[config.mk]
export PLATFORM = sky130hd
export DESIGN_NAME = servo_bus_checksum_packet_engine_unit
export DESIGN_NICKNAME = d
export VERILOG_FILES = /design/src/design/sbcp_pkg.sv /design/src/design/sbcp_front.sv /design/src/design/sbcp_back.sv /design/src/design/servo_bus_checksum_packet_engine_unit.sv
export SDC_FILE = /design/constraint.sdc
export NUM_CORES = 1
export LEC_CHECK = 0
export BUFFER_PORTS_ARGS = -buffer_cell sky130_fd_sc_hd__buf_2
export CORE_MARGIN = 2
export CORE_UTILIZATION = 30
export DETAILED_ROUTE_END_ITERATION = 8
export SLEW_MARGIN = 30
export SYNTH_ARGS = -nofsm -noshare
export SYNTH_HDL_FRONTEND = slang
export SYNTH_SLANG_ARGS = --single-unit
[constraint.sdc]
create_clock -name clk_i -period 9.67 [get_ports clk_i]
set_input_delay 0.4835 -clock clk_i [delete_from_list [all_inputs] [get_ports clk_i]]
set_output_delay 0.4835 -clock clk_i [all_outputs]
set_load 0.05 [all_outputs]
[src/design/sbcp_pkg.sv]
package sbcp_pkg;

  localparam int BufferBytes = 64;
  localparam int IdxW = $clog2(BufferBytes);
  localparam int QDepth = 2;

  typedef enum logic [1:0] {
    KIND_START = 2'd0,
    KIND_PARAM = 2'd1,
    KIND_RX    = 2'd2,
    KIND_TICK  = 2'd3
  } kind_e;

  typedef enum logic [2:0] {
    ST_OK        = 3'd0,
    ST_OUT_OVR   = 3'd1,
    ST_IN_OVR    = 3'd2,
    ST_TIMEOUT   = 3'd3,
    ST_CHECKSUM  = 3'd4,
    ST_ID_MISS   = 3'd5
  } status_e;

  localparam logic [7:0] SyncByte = 8'hFF;
  localparam logic [7:0] IdBroadcast = 8'hFE;
  localparam logic [7:0] InsPing = 8'h01;
  localparam logic [7:0] InsSyncWrite = 8'h83;

  typedef enum logic [1:0] {
    CFG_BASE_TIMEOUT = 2'd0,
    CFG_PER_BYTE     = 2'd1
  } cfg_e;

  typedef struct packed {
    kind_e      kind;
    logic [7:0] target_id;
    logic [7:0] instruction;
    logic [7:0] param_count;
    logic [7:0] data_byte;
  } req_t;

endpackage

[src/design/sbcp_front.sv]
module sbcp_front (
  input  logic            clk_i,
  input  logic            rst_ni,
  input  logic            in_valid_i,
  output logic            in_ready_o,
  input  logic [1:0]      kind_i,
  input  logic [7:0]      target_id_i,
  input  logic [7:0]      instruction_i,
  input  logic [7:0]      param_count_i,
  input  logic [7:0]      data_byte_i,
  output logic            q_valid_o,
  input  logic            q_ready_i,
  output sbcp_pkg::req_t  q_req_o
);
  import sbcp_pkg::*;

  req_t             mem_q [QDepth];
  logic             wptr_q, rptr_q;
  logic [1:0]       cnt_q;
  logic             push, pop;

  assign in_ready_o = (cnt_q != 2'(QDepth));
  assign push = in_valid_i && in_ready_o;
  assign q_valid_o = (cnt_q != 2'd0);
  assign pop = q_valid_o && q_ready_i;
  assign q_req_o = mem_q[rptr_q];

  always_ff @(posedge clk_i) begin
    if (push) begin
      mem_q[wptr_q] <= '{kind: kind_e'(kind_i), target_id: target_id_i,
                         instruction: instruction_i, param_count: param_count_i,
                         data_byte: data_byte_i};
    end
  end

  always_ff @(posedge clk_i or negedge rst_ni) begin
    if (!rst_ni) begin
      wptr_q <= 1'b0;
      rptr_q <= 1'b0;
      cnt_q  <= 2'd0;
    end else begin
      if (push) wptr_q <= ~wptr_q;
      if (pop) rptr_q <= ~rptr_q;
      cnt_q <= cnt_q + 2'(push) - 2'(pop);
    end
  end

endmodule

[src/design/sbcp_back.sv]
module sbcp_back (
  input  logic            clk_i,
  input  logic            rst_ni,
  input  logic            cfg_valid_i,
  output logic            cfg_ready_o,
  input  logic [0:0]      cfg_index_i,
  input  logic [15:0]     cfg_data_i,
  input  logic            q_valid_i,
  output logic            q_ready_o,
  input  sbcp_pkg::req_t  q_req_i,
  output logic            out_valid_o,
  input  logic            out_ready_i,
  output logic            tx_valid_o,
  output logic [7:0]      tx_byte_o,
  output logic            drive_enable_o,
  output logic            rx_valid_o,
  output logic [7:0]      rx_byte_o,
  output logic            done_res_o,
  output logic [2:0]      status_o,
  output logic            last_o
);
  import sbcp_pkg::*;

  typedef enum logic [9:0] {
    S_IDLE  = 10'b0000000001,
    S_HDR   = 10'b0000000010,
    S_CSUM  = 10'b0000000100,
    S_DONE  = 10'b0000001000,
    S_SUM   = 10'b0000010000,
    S_CHK   = 10'b0000100000,
    S_PAY   = 10'b0001000000,
    S_EMIT  = 10'b0010000000,
    S_LEN   = 10'b0100000000,
    S_RDW   = 10'b1000000000
  } state_e;

  typedef enum logic [1:0] {
    PH_IDLE = 2'd0,
    PH_SEND = 2'd1,
    PH_WAIT = 2'd2,
    PH_RECV = 2'd3
  } phase_e;

  state_e      state_q, ret_q;
  phase_e      phase_q;
  logic [15:0] base_q;
  logic [7:0]  perb_q;
  logic [7:0]  exp_id_q, ins_q, left_q, txsum_q;
  logic [IdxW:0] idx_q;
  logic [8:0]  full_q;
  logic [15:0] elapsed_q, deadline_q;
  logic [7:0]  buf_q [BufferBytes];
  logic [7:0]  rd_q;
  logic [IdxW:0] ptr_q;
  logic [2:0]  hcnt_q;
  logic [7:0]  rsum_q, id_got_q, plen_q, csum_got_q;
  logic [2:0]  fin_st_q;

  logic        ov_q;
  logic        o_tx_q, o_rx_q, o_done_q, o_last_q;
  logic [7:0]  o_tb_q, o_rb_q;
  logic [2:0]  o_st_q;

  logic        slot_free;
  assign slot_free = !ov_q || out_ready_i;
  assign out_valid_o = ov_q;
  assign tx_valid_o = o_tx_q;
  assign drive_enable_o = o_tx_q;
  assign tx_byte_o = o_tb_q;
  assign rx_valid_o = o_rx_q;
  assign rx_byte_o = o_rb_q;
  assign done_res_o = o_done_q;
  assign status_o = o_st_q;
  assign last_o = o_last_q;

  assign cfg_ready_o = 1'b1;
  assign q_ready_o = (state_q == S_IDLE) && slot_free;

  logic [7:0]  hdr_byte;
  logic        bcast_end;
  logic [IdxW:0] pay_end;
  logic [23:0] prod;
  logic [16:0] dl_sum;
  logic [IdxW:0] nidx;
  logic [16:0] el_inc;

  assign prod = {8'd0, plen_q} * {16'd0, perb_q};
  assign dl_sum = {1'b0, deadline_q} + prod[16:0];
  assign bcast_end = (ins_q == InsSyncWrite) ||
                     (exp_id_q == IdBroadcast && ins_q != InsPing);
  assign pay_end = (plen_q > 8'd1) ? ((9'd3 + 9'(plen_q) > 9'(BufferBytes)) ?
                   (IdxW+1)'(BufferBytes) : (IdxW+1)'(9'd3 + 9'(plen_q)))
                   : (IdxW+1)'(4);
  assign el_inc = {1'b0, elapsed_q} + 17'd1;
  assign nidx = (idx_q > (IdxW+1)'(1) || q_req_i.data_byte == SyncByte) ?
                (idx_q + (IdxW+1)'(1)) : idx_q;

  always_comb begin
    case (hcnt_q)
      3'd0, 3'd1: hdr_byte = SyncByte;
      3'd2:       hdr_byte = exp_id_q;
      3'd3:       hdr_byte = left_q + 8'd2;
      default:    hdr_byte = ins_q;
    endcase
  end

  always_ff @(posedge clk_i) begin
    if (state_q == S_IDLE && q_valid_i && slot_free && q_req_i.kind == KIND_RX &&
        (phase_q == PH_WAIT || phase_q == PH_RECV) && !idx_q[IdxW]) begin
      buf_q[idx_q[IdxW-1:0]] <= q_req_i.data_byte;
    end
    rd_q <= buf_q[ptr_q[IdxW-1:0]];
  end

  always_ff @(posedge clk_i or negedge rst_ni) begin
    if (!rst_ni) begin
      state_q <= S_IDLE;
      ret_q <= S_IDLE;
      phase_q <= PH_IDLE;
      base_q <= 16'd500;
      perb_q <= 8'd10;
      exp_id_q <= '0; ins_q <= '0; left_q <= '0; txsum_q <= '0;
      idx_q <= '0; full_q <= '0; elapsed_q <= '0; deadline_q <= '0;
      ptr_q <= '0; hcnt_q <= '0; rsum_q <= '0; id_got_q <= '0;
      plen_q <= '0; csum_got_q <= '0; fin_st_q <= '0;
      ov_q <= 1'b0;
      o_tx_q <= 1'b0; o_rx_q <= 1'b0; o_done_q <= 1'b0; o_last_q <= 1'b0;
      o_tb_q <= '0; o_rb_q <= '0; o_st_q <= '0;
    end else begin
      if (cfg_valid_i) begin
        if (cfg_index_i == 1'(CFG_BASE_TIMEOUT)) base_q <= cfg_data_i;
        else perb_q <= cfg_data_i[7:0];
      end
      if (ov_q && out_ready_i) ov_q <= 1'b0;
      case (state_q)
        S_IDLE: begin
          if (q_valid_i && slot_free) begin
            case (q_req_i.kind)
              KIND_START: begin
                if (9'd6 + 9'(q_req_i.param_count) > 9'(BufferBytes)) begin
                  phase_q <= PH_IDLE;
                  ov_q <= 1'b1; o_tx_q <= 1'b0; o_tb_q <= '0; o_rx_q <= 1'b0;
                  o_rb_q <= '0; o_done_q <= 1'b1; o_st_q <= ST_OUT_OVR;
                  o_last_q <= 1'b1;
                end else begin
                  exp_id_q <= q_req_i.target_id;
                  ins_q <= q_req_i.instruction;
                  left_q <= q_req_i.param_count;
                  txsum_q <= q_req_i.target_id + q_req_i.param_count + 8'd2 +
                             q_req_i.instruction;
                  phase_q <= PH_SEND;
                  hcnt_q <= 3'd0;
                  state_q <= S_HDR;
                end
              end
              KIND_PARAM: begin
                if (phase_q == PH_SEND) begin
                  ov_q <= 1'b1; o_tx_q <= 1'b1; o_tb_q <= q_req_i.data_byte;
                  o_rx_q <= 1'b0; o_rb_q <= '0; o_done_q <= 1'b0;
                  o_st_q <= ST_OK;
                  txsum_q <= txsum_q + q_req_i.data_byte;
                  left_q <= left_q - 8'd1;
                  o_last_q <= (left_q != 8'd1);
                  if (left_q == 8'd1) state_q <= S_CSUM;
                end
              end
              KIND_RX: begin
                if (phase_q == PH_WAIT || phase_q == PH_RECV) begin
                  if (phase_q == PH_WAIT) begin
                    phase_q <= PH_RECV;
                    elapsed_q <= '0;
                    deadline_q <= base_q;
                  end
                  if ((phase_q == PH_WAIT) ? (base_q == 16'd0)
                      : (elapsed_q >= deadline_q)) begin
                    fin_st_q <= ST_TIMEOUT; state_q <= S_DONE;
                  end else if (idx_q[IdxW]) begin
                    fin_st_q <= ST_IN_OVR; state_q <= S_DONE;
                  end else begin
                    if (idx_q == (IdxW+1)'(2)) id_got_q <= q_req_i.data_byte;
                    if (idx_q == (IdxW+1)'(3)) plen_q <= q_req_i.data_byte;
                    idx_q <= nidx;
                    if (nidx == (IdxW+1)'(4) && idx_q == (IdxW+1)'(3))
                      state_q <= S_LEN;
                    else if (full_q != 9'd0 && 9'(nidx) == full_q) begin
                      ptr_q <= (IdxW+1)'(2); rsum_q <= '0;
                      state_q <= S_RDW; ret_q <= S_SUM;
                    end else if (nidx[IdxW]) begin
                      fin_st_q <= ST_IN_OVR; state_q <= S_DONE;
                    end
                  end
                end
              end
              default: begin
                if (phase_q == PH_RECV) begin
                  if (el_inc[15:0] != 16'd0 && elapsed_q != 16'hFFFF)
                    elapsed_q <= el_inc[15:0];
                  if (((elapsed_q == 16'hFFFF) ? elapsed_q : el_inc[15:0])
                      >= deadline_q) begin
                    phase_q <= PH_IDLE;
                    ov_q <= 1'b1; o_tx_q <= 1'b0; o_tb_q <= '0;
                    o_rx_q <= 1'b0; o_rb_q <= '0; o_done_q <= 1'b1;
                    o_st_q <= ST_TIMEOUT; o_last_q <= 1'b1;
                  end
                end
              end
            endcase
          end
        end
        S_LEN: begin
          deadline_q <= (dl_sum[16] || prod[23:17] != '0) ? 16'hFFFF : dl_sum[15:0];
          full_q <= 9'd4 + 9'(plen_q);
          if (plen_q == 8'd0) begin
            ptr_q <= (IdxW+1)'(2); rsum_q <= '0;
            state_q <= S_RDW; ret_q <= S_SUM;
          end else if (idx_q[IdxW]) begin
            fin_st_q <= ST_IN_OVR; state_q <= S_DONE;
          end else state_q <= S_IDLE;
        end
        S_HDR: begin
          if (slot_free) begin
            ov_q <= 1'b1; o_tx_q <= 1'b1; o_tb_q <= hdr_byte;
            o_rx_q <= 1'b0; o_rb_q <= '0; o_done_q <= 1'b0; o_st_q <= ST_OK;
            o_last_q <= (hcnt_q == 3'd4) && (left_q != 8'd0);
            hcnt_q <= hcnt_q + 3'd1;
            if (hcnt_q == 3'd4) state_q <= (left_q == 8'd0) ? S_CSUM : S_IDLE;
          end
        end
        S_CSUM: begin
          if (slot_free) begin
            ov_q <= 1'b1; o_tx_q <= 1'b1; o_tb_q <= ~txsum_q;
            o_rx_q <= 1'b0; o_rb_q <= '0; o_done_q <= 1'b0; o_st_q <= ST_OK;
            o_last_q <= !bcast_end;
            if (bcast_end) begin
              fin_st_q <= ST_OK; state_q <= S_DONE;
            end else begin
              phase_q <= PH_WAIT; idx_q <= '0; full_q <= '0;
              elapsed_q <= '0; deadline_q <= '0; state_q <= S_IDLE;
            end
          end
        end
        S_RDW: begin
          ptr_q <= ptr_q + (IdxW+1)'(1);
          state_q <= ret_q;
        end
        S_SUM: begin
          if (9'(ptr_q) == full_q) begin
            csum_got_q <= rd_q;
            state_q <= S_CHK;
          end else begin
            rsum_q <= rsum_q + rd_q;
            state_q <= S_RDW;
          end
        end
        S_CHK: begin
          if (csum_got_q != ~rsum_q) begin
            fin_st_q <= ST_CHECKSUM; state_q <= S_DONE;
          end else if (id_got_q != exp_id_q) begin
            fin_st_q <= ST_ID_MISS; state_q <= S_DONE;
          end else begin
            ptr_q <= (IdxW+1)'(4);
            state_q <= S_PAY;
          end
        end
        S_PAY: begin
          if (ptr_q == pay_end || plen_q < 8'd2) begin
            fin_st_q <= ST_OK; state_q <= S_DONE;
          end else state_q <= S_EMIT;
          ptr_q <= ptr_q;
        end
        S_EMIT: begin
          if (slot_free) begin
            ov_q <= 1'b1; o_tx_q <= 1'b0; o_tb_q <= '0;
            o_rx_q <= 1'b1; o_rb_q <= rd_q; o_done_q <= 1'b0; o_st_q <= ST_OK;
            o_last_q <= 1'b0;
            ptr_q <= ptr_q + (IdxW+1)'(1);
            state_q <= S_PAY;
          end
        end
        S_DONE: begin
          if (slot_free) begin
            phase_q <= PH_IDLE;
            ov_q <= 1'b1; o_tx_q <= 1'b0; o_tb_q <= '0; o_rx_q <= 1'b0;
            o_rb_q <= '0; o_done_q <= 1'b1; o_st_q <= fin_st_q; o_last_q <= 1'b1;
            state_q <= S_IDLE;
          end
        end
        default: state_q <= S_IDLE;
      endcase
    end
  end

endmodule

[src/design/servo_bus_checksum_packet_engine_unit.sv]
// a request is registered in the two-entry queue before the engine takes it; a parameter
// byte or tick result is registered in the output slot as the engine takes it, and a start
// sends its header from the header state; a reply is checked by reading it back from the
// buffer via read-wait and sum states; payload goes out via payload and emit states
// throughput: one request a cycle while idle and results are taken; a start holds intake
// reset: asynchronous active low, timeouts back to 500 and 10 ticks, queue empty, block idle
module servo_bus_checksum_packet_engine_unit (
  input  logic        clk_i,
  input  logic        rst_ni,
  input  logic        cfg_valid_i,
  output logic        cfg_ready_o,
  input  logic [0:0]  cfg_index_i,
  input  logic [15:0] cfg_data_i,
  input  logic        in_valid_i,
  output logic        in_ready_o,
  input  logic [1:0]  kind_i,
  input  logic [7:0]  target_id_i,
  input  logic [7:0]  instruction_i,
  input  logic [7:0]  param_count_i,
  input  logic [7:0]  data_byte_i,
  output logic        out_valid_o,
  input  logic        out_ready_i,
  output logic        tx_valid_o,
  output logic [7:0]  tx_byte_o,
  output logic        drive_enable_o,
  output logic        rx_valid_o,
  output logic [7:0]  rx_byte_o,
  output logic        done_res_o,
  output logic [2:0]  status_o,
  output logic        last_o
);
  import sbcp_pkg::*;

  logic q_valid, q_ready;
  req_t q_req;

  sbcp_front u_front (
    .clk_i, .rst_ni, .in_valid_i, .in_ready_o, .kind_i, .target_id_i,
    .instruction_i, .param_count_i, .data_byte_i,
    .q_valid_o(q_valid), .q_ready_i(q_ready), .q_req_o(q_req)
  );

  sbcp_back u_back (
    .clk_i, .rst_ni, .cfg_valid_i, .cfg_ready_o, .cfg_index_i, .cfg_data_i,
    .q_valid_i(q_valid), .q_ready_o(q_ready), .q_req_i(q_req),
    .out_valid_o, .out_ready_i, .tx_valid_o, .tx_byte_o, .drive_enable_o,
    .rx_valid_o, .rx_byte_o, .done_res_o, .status_o, .last_o
  );

endmodule

## After elaboration in Yosys (flattened, before gate mapping)

Memories as Yosys holds them, arrays and structs flattened. A register that Yosys moved wholly into a read port is not among the register bits.
Cells that the tools add are included.

| operators by class | value |
|---|---|
| add/subtract/negate cells | 17 |
| $mul | 1 |
| order comparisons | 7 |
| bitwise operators | 8 |
| eq/ne operators | 87 |
| multiplexer cells | 188 |
| reductions and logical operators | 78 |

Operator list:

| cell | number |
|---|---|
| 10-bit 2-to-1 mux | 26 |
| 16-bit 2-to-1 mux | 13 |
| 8-bit 2-to-1 mux | 25 |
| 7-bit 2-to-1 mux | 22 |
| 8-bit one-hot mux with 3 select lines | 5 |
| 10-bit one-hot mux with 10 select lines | 1 |
| 3-bit 2-to-1 mux | 27 |
| 16-bit one-hot mux with 2 select lines | 2 |
| 16-bit one-hot mux with 3 select lines | 1 |
| 9-bit AND reduction | 5 |
| 2-bit != test (second input constant) | 20 |
| 7-bit one-hot mux with 5 select lines | 1 |
| 8-bit adder | 4 |
| 16-bit greater-or-equal comparator | 2 |
| 8-bit one-hot mux with 2 select lines | 2 |
| 8-bit one-hot mux with 4 select lines | 1 |
| 1-bit 2-to-1 mux | 30 |
| 10-bit one-hot mux with 3 select lines | 1 |
| 10-bit AND reduction | 3 |
| 2-bit by 1-bit != test with 1-bit output (second input constant) | 14 |
| 7-bit AND reduction | 4 |
| 8-bit equality test (second input constant) | 3 |
| 3-bit != test (second input constant) | 8 |
| 1-bit one-hot mux with 3 select lines | 8 |
| other kinds (83) | 158 |

| storage, ports and cells | value |
|---|---|
| memory bits (writable) | 580 |
| output and inout bits | 27 |
| flip-flop bits (word level) | 199 |
| memories kept | 2 |
| word-level logic and storage cells | 420 |

Memory list:

| memory | words | bits a word | read ports | clocked after memory_dff | wr ports | line | text |
|---|---|---|---|---|---|---|---|
| u_back.buf_q | 64 | 8 | 1 | 1 | 1 | sbcp_back.sv:52 | `logic [7:0] buf_q [BufferBytes];` |
| u_front.mem_q | 2 | 34 | 1 | 0 | 1 | sbcp_front.sv:17 | `req_t mem_q [QDepth];` |

## Longest topological paths before layout

Gate-level depths: netlist of the first run.
An unclocked memory read counts as a cell.

| depth | value |
|---|---|
| word-level depth | 14 |
| gate-level depth with buffers | 22 |

## Cells and area by module

Synthesis of the first run repeated with hierarchy kept, for this count alone.

| unflattened totals | value |
|---|---|
| cells, all modules | 2698 |
| area total of the unflattened synthesis | 37962.7 µm² |

By module, submodules not included:

| module | cells each | area each (µm²) | times used |
|---|---|---|---|
| sbcp_back | 2570 | 35283.8 | 1 |
| sbcp_front | 128 | 2678.8 | 1 |

## Worst setup path after synthesis of the first run

No wires, ideal clock.

| path | value |
|---|---|
| kind | register to register |
| from | reg u_back.perb_q[1] |
| to | reg u_back.deadline_q[10] |
| cell stages (with the launch flop) | 21 |
| setup slack | 4256 ps |
| path buffers | 2 |
| arrival time | 5294 ps |
| period minus slack after synthesis | 5414 ps |
| required time | 9550 ps |
| cells stage by stage | dfstp_2 clkbuf_1 nand2_1 fa_1 inv_1 fa_1 ha_1 inv_1 fa_1 inv_1 ha_1 a21o_1 a21o_1 a2111oi_2 o311ai_0 o41ai_2 nor3_1 a311oi_4 buf_6 a21o_1 a21oi_1 |

| on the way | value |
|---|---|
| longest elaborated chain between the ends | 4 |

Ends and longest elaborated chain:

| item | line | text |
|---|---|---|
| start, declared | sbcp_back.sv:47 | `logic [7:0] perb_q;` |
| start signal, assigned | sbcp_back.sv:132 | `else perb_q <= cfg_data_i[7:0];` |
| 8-bit by 8-bit multiplier with 16-bit output | sbcp_back.sv:87 | `assign prod = {8'd0, plen_q} * {16'd0, perb_q};` |
| 16-bit by 16-bit adder with 17-bit output | sbcp_back.sv:88 | `assign dl_sum = {1'b0, deadline_q} + prod[16:0];` |
| 16-bit 2-to-1 mux | sbcp_back.sv:211 | `deadline_q <= (dl_sum[16] \|\| prod[23:17] != '0) ? 16'hFFFF : dl_sum[15:0];` |
| 16-bit one-hot mux with 3 select lines | sbcp_back.sv:135 | `case (state_q)` |
| end signal, assigned | sbcp_back.sv:172 | `deadline_q <= base_q;` |
| end signal, assigned | sbcp_back.sv:211 |  |
| end, declared | sbcp_back.sv:51 | `logic [15:0] elapsed_q, deadline_q;` |

No other way between the ends.
A chain may end at the register's enable or synchronous reset.

## Final worst setup path of the first run

| path | value |
|---|---|
| from | reg u_back.plen_q[4] |
| to | reg u_back.deadline_q[13] |

| on the way | value |
|---|---|
| longest elaborated chain between the ends | 4 |

Ends and longest elaborated chain:

| item | line | text |
|---|---|---|
| start, declared | sbcp_back.sv:56 | `logic [7:0] rsum_q, id_got_q, plen_q, csum_got_q;` |
| start signal, assigned | sbcp_back.sv:181 | `if (idx_q == (IdxW+1)'(3)) plen_q <= q_req_i.data_byte;` |
| 8-bit by 8-bit multiplier with 16-bit output | sbcp_back.sv:87 |  |
| 16-bit by 16-bit adder with 17-bit output | sbcp_back.sv:88 |  |
| 16-bit 2-to-1 mux | sbcp_back.sv:211 |  |
| 16-bit one-hot mux with 3 select lines | sbcp_back.sv:135 |  |

No other way between the ends.

==> flow_metrics.py, run 1 <==
metrics = {
    "setup_path": {
        "cp-start-kind": "register",
        "endpoint": "u_back.deadline_q[13]",
        "worst_setup_path_end_kind": "register",
        "r2r-end": "u_back.deadline_q[13]",
        "r2r_slack_ps": 3440,
        "cp.arrival_ps": 6720,
        "cp_data_required_time_ps": 10170,
        "r2r_cells": 18,
        "r2r-start": "u_back.plen_q[4]",
        "crit_start": "u_back.plen_q[4]",
        "cp_max_fo": 20,
        "crit_type": "reg -> reg",
    },
    "clock_tree": {
        "clk_latency_ps": 670,
        "cts_root_buf": "clkbuf_16",
        "clock_sinks": 779,
        "post_cts_buffers": 0,
        "clkTransAtPathRegs_ps": 60,
        "clock_path_buffers": 3,
        "htreeDepth": 3,
        "cts_buffers": 84,
        "cts_tree": "yes",
    },
    "pwr": {
        "p_leak_nw": 15.7,
        "vdd_drop_max_uv": 160,
        "finalPower_mw": 12.7,
        "powerDensity_nw_per_um2": 294,
    },
    "routing": {
        "drt-initial-drc-count": 1820,
        "wl_met2_um": 43800,
        "vias": 22400,
        "via_per_inst": 5.05,
        "drc": 0,
        "ant_nets": 0,
        "dr.pass1.iters": 8,
        "wl_met1_um": 41600,
        "wl_per_cell_um": 21.0,
        "dr.max_layer_used": "met5",
        "drt-total-wl_um": 93000,
        "dr_wl_met3_um": 5730,
    },
    "timing": {
        "skew_ps": 50.6,
        "setup_viol_count_final": 0,
        "rsz0062_at_grt": "no",
        "max_freq_mhz": 161,
        "worst_pin_slew_ps": 949,
        "timing_max_transition_violations_final": 0,
        "setup_tns_ps": 0,
        "final-hold-violation-count": 0,
        "relSlewSlack_pct": 36.7,
        "finalWorstSetupSlack_ps": 3440,
        "finalCritPeriodShare_pct": 64.4,
        "min_period_ps": 6230,
    },
    "synth": {
        "synth_top_area_share_pct": 45.9,
        "netlist_instances": 2642,
        "synth_cell_types": 103,
        "avgSynthCellArea_um2": 14.4,
        "synth_edf_count": 580,
        "yosys_warnings": 0,
        "ys_async_sr_fraction_pct": 24.5,
        "synthFlopType": "edfxtp_1",
        "yosys_register_bits": 779,
        "yosys.area.top_type": "edfxtp_1",
        "synth_area_um2": 37900,
        "seq_area_frac_synth_pct": 59.0,
        "ys_top_cells_by_count": "edfxtp_1, dfrtp_1, nand2_1",
        "yosysMostFrequentCell": "edfxtp_1",
        "synthTopCellsByArea": "edfxtp_1, dfrtp_1, mux4_2, ha_1, fa_1",
        "synth_nets": 2876,
    },
    "finish": {
        "drive_above_1_share_pct": 20.7,
        "instances_no_fill": 4437,
        "fin_nets": 2955,
        "antenna_cells": 0,
        "area_delta_synth_final_pct": 13.7,
    },
    "hold_path": {
        "hp-class": "in -> reg",
    },
    "global_route": {
        "grtUsageTotal_pct": 14.3,
        "grt_first_pass_wirelength_um": 143000,
        "grt_max_degree": 70,
        "grt_overflow": 0,
        "grt_pass1_vias": 22500,
        "antenna_found_initial": 4,
    },
    "placed_design": {
        "dp_hpwl_um": 61500,
        "place_ws_ps": 3420,
        "place_congestion": 0.859,
        "portBuffers": 81,
        "numPlacedInstances": 4269,
    },
    "job": {
        "maxCapViolations": 0,
    },
    "run_status": {
        "outcome": "complete, no violations",
    },
    "floorplanning": {
        "core_area_um2": 126000,
        "rows": 130,
        "dieArea_um2": 129000,
        "ioPinCount": 83,
        "die_h_um": 360,
        "initial_utilization_pct": 30.2,
        "die_width_um": 360,
    },
}
per-stage QoR:
stage	cell area [um2]	utilization (%)	hold slack (ps)
final	43100	34.3	47.3
after detailed placement	40100	31.9	449
after global placement	40100	31.9	442
after global routing	43100	34.3	13.1
after CTS	43100	34.3	0.210
after floorplan	37900	-	188
routing by layer:
metal	vias up	global-route usage, %
li1	10100	-
met1	11500	20.0
met2	653	22.9
met3	116	2.55
met4	8	3.78
met5	-	0
power breakdown:
part / total [mW] / internal [mW] / switching, mW
Clock: 3.31 / 1.92 / 1.40
Sequential: 4.56 / 4.20 / 0.361
Combinational: 4.79 / 1.90 / 2.89
Total: 12.7 / 8.01 / 4.65
cells in the final DEF (no fill, tap or decap), types with 11 or more instances in the layout:
cell type,n
a21o_1,30
a21oi_1,95
a22o_1,16
a31oi_1,13
and2_1,46
and3_1,16
buf_2,80
buf_4,22
clkbuf_1,15
clkbuf_16,85
clkinv_2,16
dfrtp_1,176
dlygate4sd3_1,14
edfxtp_1,580
fa_1,60
ha_1,118
inv_1,152
mux2_2,104
mux4_2,168
nand2_1,179
nand2b_1,20
nand3_1,59
nand4_1,17
nor2_1,165
nor2b_1,12
nor3_1,28
nor4_1,12
o21ai_0,90
o22ai_1,11
o31ai_1,23
xnor2_1,63
xor2_1,31
logic make-up (layout without fill, tap and decap cells):
family,Yosys count,after routing,share of synthesized area [%]
AND/OR/NAND/NOR,629,629,8.27
AO/OA/AOI/OAI,394,394,7.11
buffers and inverters,283,428,2.98
adder cells (fa/ha/maj),178,178,7.06
flip-flops,779,779,59.0
XOR/XNOR,94,94,2.17
other,1,1,0.00989
multiplexers,284,284,13.4
how the worst min path moves through the flow:
stage / start / endpoint / cells after the start
finish: kind_i[1] / u_front.mem_q[0][33] / 1
global route: instruction_i[2] / u_front.mem_q[0][18] / 1
CTS: target_id_i[2] / u_front.mem_q[0][26] / 1
detailed placement: u_back.ret_q[0] / u_back.ret_q[0] / 2
global placement: u_back.ret_q[0] / u_back.ret_q[0] / 2
floorplan: rst_ni / u_back.base_q[0] / 0
repair_timing:
| action | 4_1_cts | 5_1_grt |
|---|---|---|
| endpoints found under the hold margin | 81 | 0 |
| hold buffers | 14 | 0 |
| gates resized for setup | 0 | 0 |
area by class of cell:
type	count	area, um2
fill	12100	82400
sequential	779	22400
multi-input combinational	1580	14500
clock buffer	102	2210
tap	1650	2060
timing repair buffer	123	812
clock inverter	50	623
inverter	153	576
critical path: stages (launching register included):
cell,delay (ps)
dfrtp_1,810
nand2_1,160
fa_1,540
inv_1,60
fa_1,460
ha_1,290
inv_1,50
fa_1,590
inv_1,60
ha_1,280
a21o_1,180
a21o_1,220
a2111oi_2,430
o311ai_0,290
o41ai_2,480
nor3_1,160
a311oi_4,670
and4_1,300
a211oi_1,50
state kept, by name (all words and copies together) (netlist names), 9 cells and up:
register / cells
u_back.state_q: 10
u_back.base_q: 16
u_back.buf_q: 512
u_back.full_q: 9
u_front.mem_q: 68
u_back.elapsed_q: 16
u_back.deadline_q: 16
Power figures use the tool's default switching activity.
==> inputs of run 2 (changes only) <==
==> constraint.sdc (replaced) <==
create_clock -name clk_i -period 5.4 [get_ports clk_i]
set_input_delay 0.27 -clock clk_i [delete_from_list [all_inputs] [get_ports clk_i]]
set_output_delay 0.27 -clock clk_i [all_outputs]
set_load 0.05 [all_outputs]
==> run 2 against run 1 <==
Net effect:
- non-clock buffer count up 64
- sequential power up 77%
- clock skew down 13 ps
- clock power up 85%
- critical endpoint is now u_back.deadline_q[8]
- register-to-register slack worse by 3200 ps
- cell area up 1.7%
==> flow_metrics.py, run 2 (same netlist as run 1, synthesis figures left out) <==
metrics = {
    "run_status": {
        "outcome": "complete, no violations",
    },
    "pwr": {
        "seqPwrFrac_pct": 35.1,
        "p_sw_share_pct": 36.3,
        "p_leak_nw": 16.1,
        "internal_power_mw": 14.7,
        "powerDensity_nw_per_um2": 525,
        "clkPwrFrac_pct": 26.5,
        "comb_power_share_pct": 38.3,
        "p_sw_mw": 8.36,
        "vdd_drop_max_uv": 417,
    },
    "finish": {
        "design_area_um2": 43900,
        "area_delta_synth_final_pct": 15.7,
        "largest_reg_flops": 512,
        "fin_nets": 3020,
        "finish.utilization_pct": 34.9,
        "final_cell_mix": "edfxtp_1, nand2_1, dfrtp_1",
        "final_common_cell": "edfxtp_1",
        "drive_above_1_share_pct": 21.1,
    },
    "floorplanning": {
        "ioPinCount": 83,
        "die_width_um": 360,
        "rows": 130,
        "dieArea_um2": 129000,
        "initial_utilization_pct": 30.2,
        "core_area_um2": 126000,
        "die_h_um": 360,
    },
    "placed_design": {
        "place_ws_ps": 69.9,
        "dpl_cell_area_um2": 40300,
        "place_congestion": 0.860,
        "dp_hpwl_um": 62300,
        "portBuffers": 81,
    },
    "setup_path": {
        "r2r-start": "u_back.perb_q[1]",
        "r2r-end": "u_back.deadline_q[8]",
        "cp.arrival_ps": 5650,
        "r2r_slack_ps": 290,
        "cp_max_fo": 12,
        "worst_setup_path_end_kind": "register",
        "r2r_cells": 20,
        "crit_type": "reg -> reg",
        "cp_data_required_time_ps": 5940,
        "cp-start-kind": "register",
    },
    "clock_tree": {
        "cts_root_buf": "clkbuf_16",
        "clk_latency_ps": 670,
        "cts_buffers": 85,
        "clock_path_buffers": 3,
        "clock_sinks": 779,
        "clkTransAtPathRegs_ps": 60,
        "cts_tree": "yes",
        "htreeDepth": 3,
    },
    "routing": {
        "vias": 22600,
        "wl_per_cell_um": 20.7,
        "via_per_inst": 5.01,
        "drt-initial-drc-count": 2092,
        "ant_nets": 0,
        "drt-total-wl_um": 93500,
        "drc": 0,
        "dr.pass1.iters": 6,
    },
    "timing": {
        "relSlewSlack_pct": 35.2,
        "setup_tns_ps": 0,
        "finalWorstSetupSlack_ps": 292,
        "setup_viol_count_final": 0,
        "finalCritPeriodShare_pct": 94.6,
        "rsz0062_at_grt": "no",
        "timing_max_transition_violations_final": 0,
        "skew_ps": 37.6,
        "worst_pin_slew_ps": 968,
        "max_freq_mhz": 196,
        "final-hold-violation-count": 0,
        "min_period_ps": 5110,
    },
    "global_route": {
        "grt_max_degree": 100,
        "antenna_found_initial": 5,
        "grt_overflow": 0,
        "grtUsageTotal_pct": 14.4,
        "grt_first_pass_wirelength_um": 144000,
        "grt_pass1_vias": 22800,
    },
    "hold_path": {
        "hp-class": "in -> async",
    },
    "job": {
        "maxCapViolations": 0,
    },
}
[run 2: cell count changes in the layout (fill, tap and decap cells not counted), sizes merged, moves of 2 or more]
cell,previous run,this run
buf,108,134
bufinv,10,13
dlygate4sd3,14,52
clkinvlp,5,3
inv,156,154
clkbuf,103,111
[run 2: power by group through the flow]
stage          Combinational [mW]  Clock [mW]  Sequential, mW
2_1_floorplan                6.37           0            8.04
3_3_place_gp                 8.70           0            8.20
3_5_place_dp                 8.80           0            8.20
4_1_cts                      8.87        6.25            8.08
5_1_grt                      9.87        6.49            8.16
6_report                     8.83        6.12            8.09
[run 2: timing repair]
item / 4_1_cts / 5_1_grt
setup endpoints to repair: 0 / 26
buffers inserted: 0 / 2
hold endpoints to repair: 187 / 0
resized for setup: 0 / 2
hold buffers: 52 / 0
[run 2: worst max-delay path, cell delays in order, from the launching register on]
cell and delay (ps):
dfstp_2 540, buf_4 130, nand2_1 70, fa_1 430, inv_1 70, fa_1 410, ha_1 290, inv_1 50
fa_1 590, inv_1 60, ha_1 280, a21o_1 170, a21o_1 230, a2111oi_4 380, o311ai_1 200, o41ai_2 290
nor3_1 130, a311oi_4 300, buf_12 180, a21o_1 130, a21oi_1 70
[run 2: how the worst max path moves through the flow]
| stage | to | startpoint | cells past startpoint |
|---|---|---|---|
| 2_1_floorplan | u_back.deadline_q[10] | u_back.perb_q[1] | 20 |
| 3_3_place_gp | u_back.deadline_q[1] | u_back.perb_q[1] | 19 |
| 3_5_place_dp | u_back.deadline_q[8] | u_back.perb_q[1] | 19 |
| 4_1_cts | u_back.deadline_q[8] | u_back.perb_q[1] | 19 |
| 5_1_grt | u_back.status_o[0] | u_back.elapsed_q[1] | 18 |
| 6_report | u_back.deadline_q[8] | u_back.perb_q[1] | 20 |
[run 2: cell type report]
class                           count  area (um2)
Fill cell                       12000       81700
Clock buffer                      110        2280
Inverter                          153         576
Tap cell                         1650        2060
Multi-Input combinational cell   1580       14500
Antenna cell                        1        2.50
Sequential cell                   779       22400
Timing Repair Buffer              187        1420
Clock inverter                     50         688
[run 2: layer usage]
metal / global-route usage [%] / share of wire [%]
met2: 23.3 / 48
met1: 19.9 / 44
met5: 0 / 0.014
met4: 4.63 / 2.6
met3: 2.24 / 5.8
[run 2: per-stage QoR]
step | hold slack (ps) | cells | power (mW)
floorplan | -25.6 | 2642 | 14.4
global placement | 440 | 4292 | 16.9
detailed placement | 441 | 4294 | 17.0
CTS | 87.5 | 4506 | 23.2
global route | 146 | 4509 | 24.5
finish | 126 | 4510 | 23.0
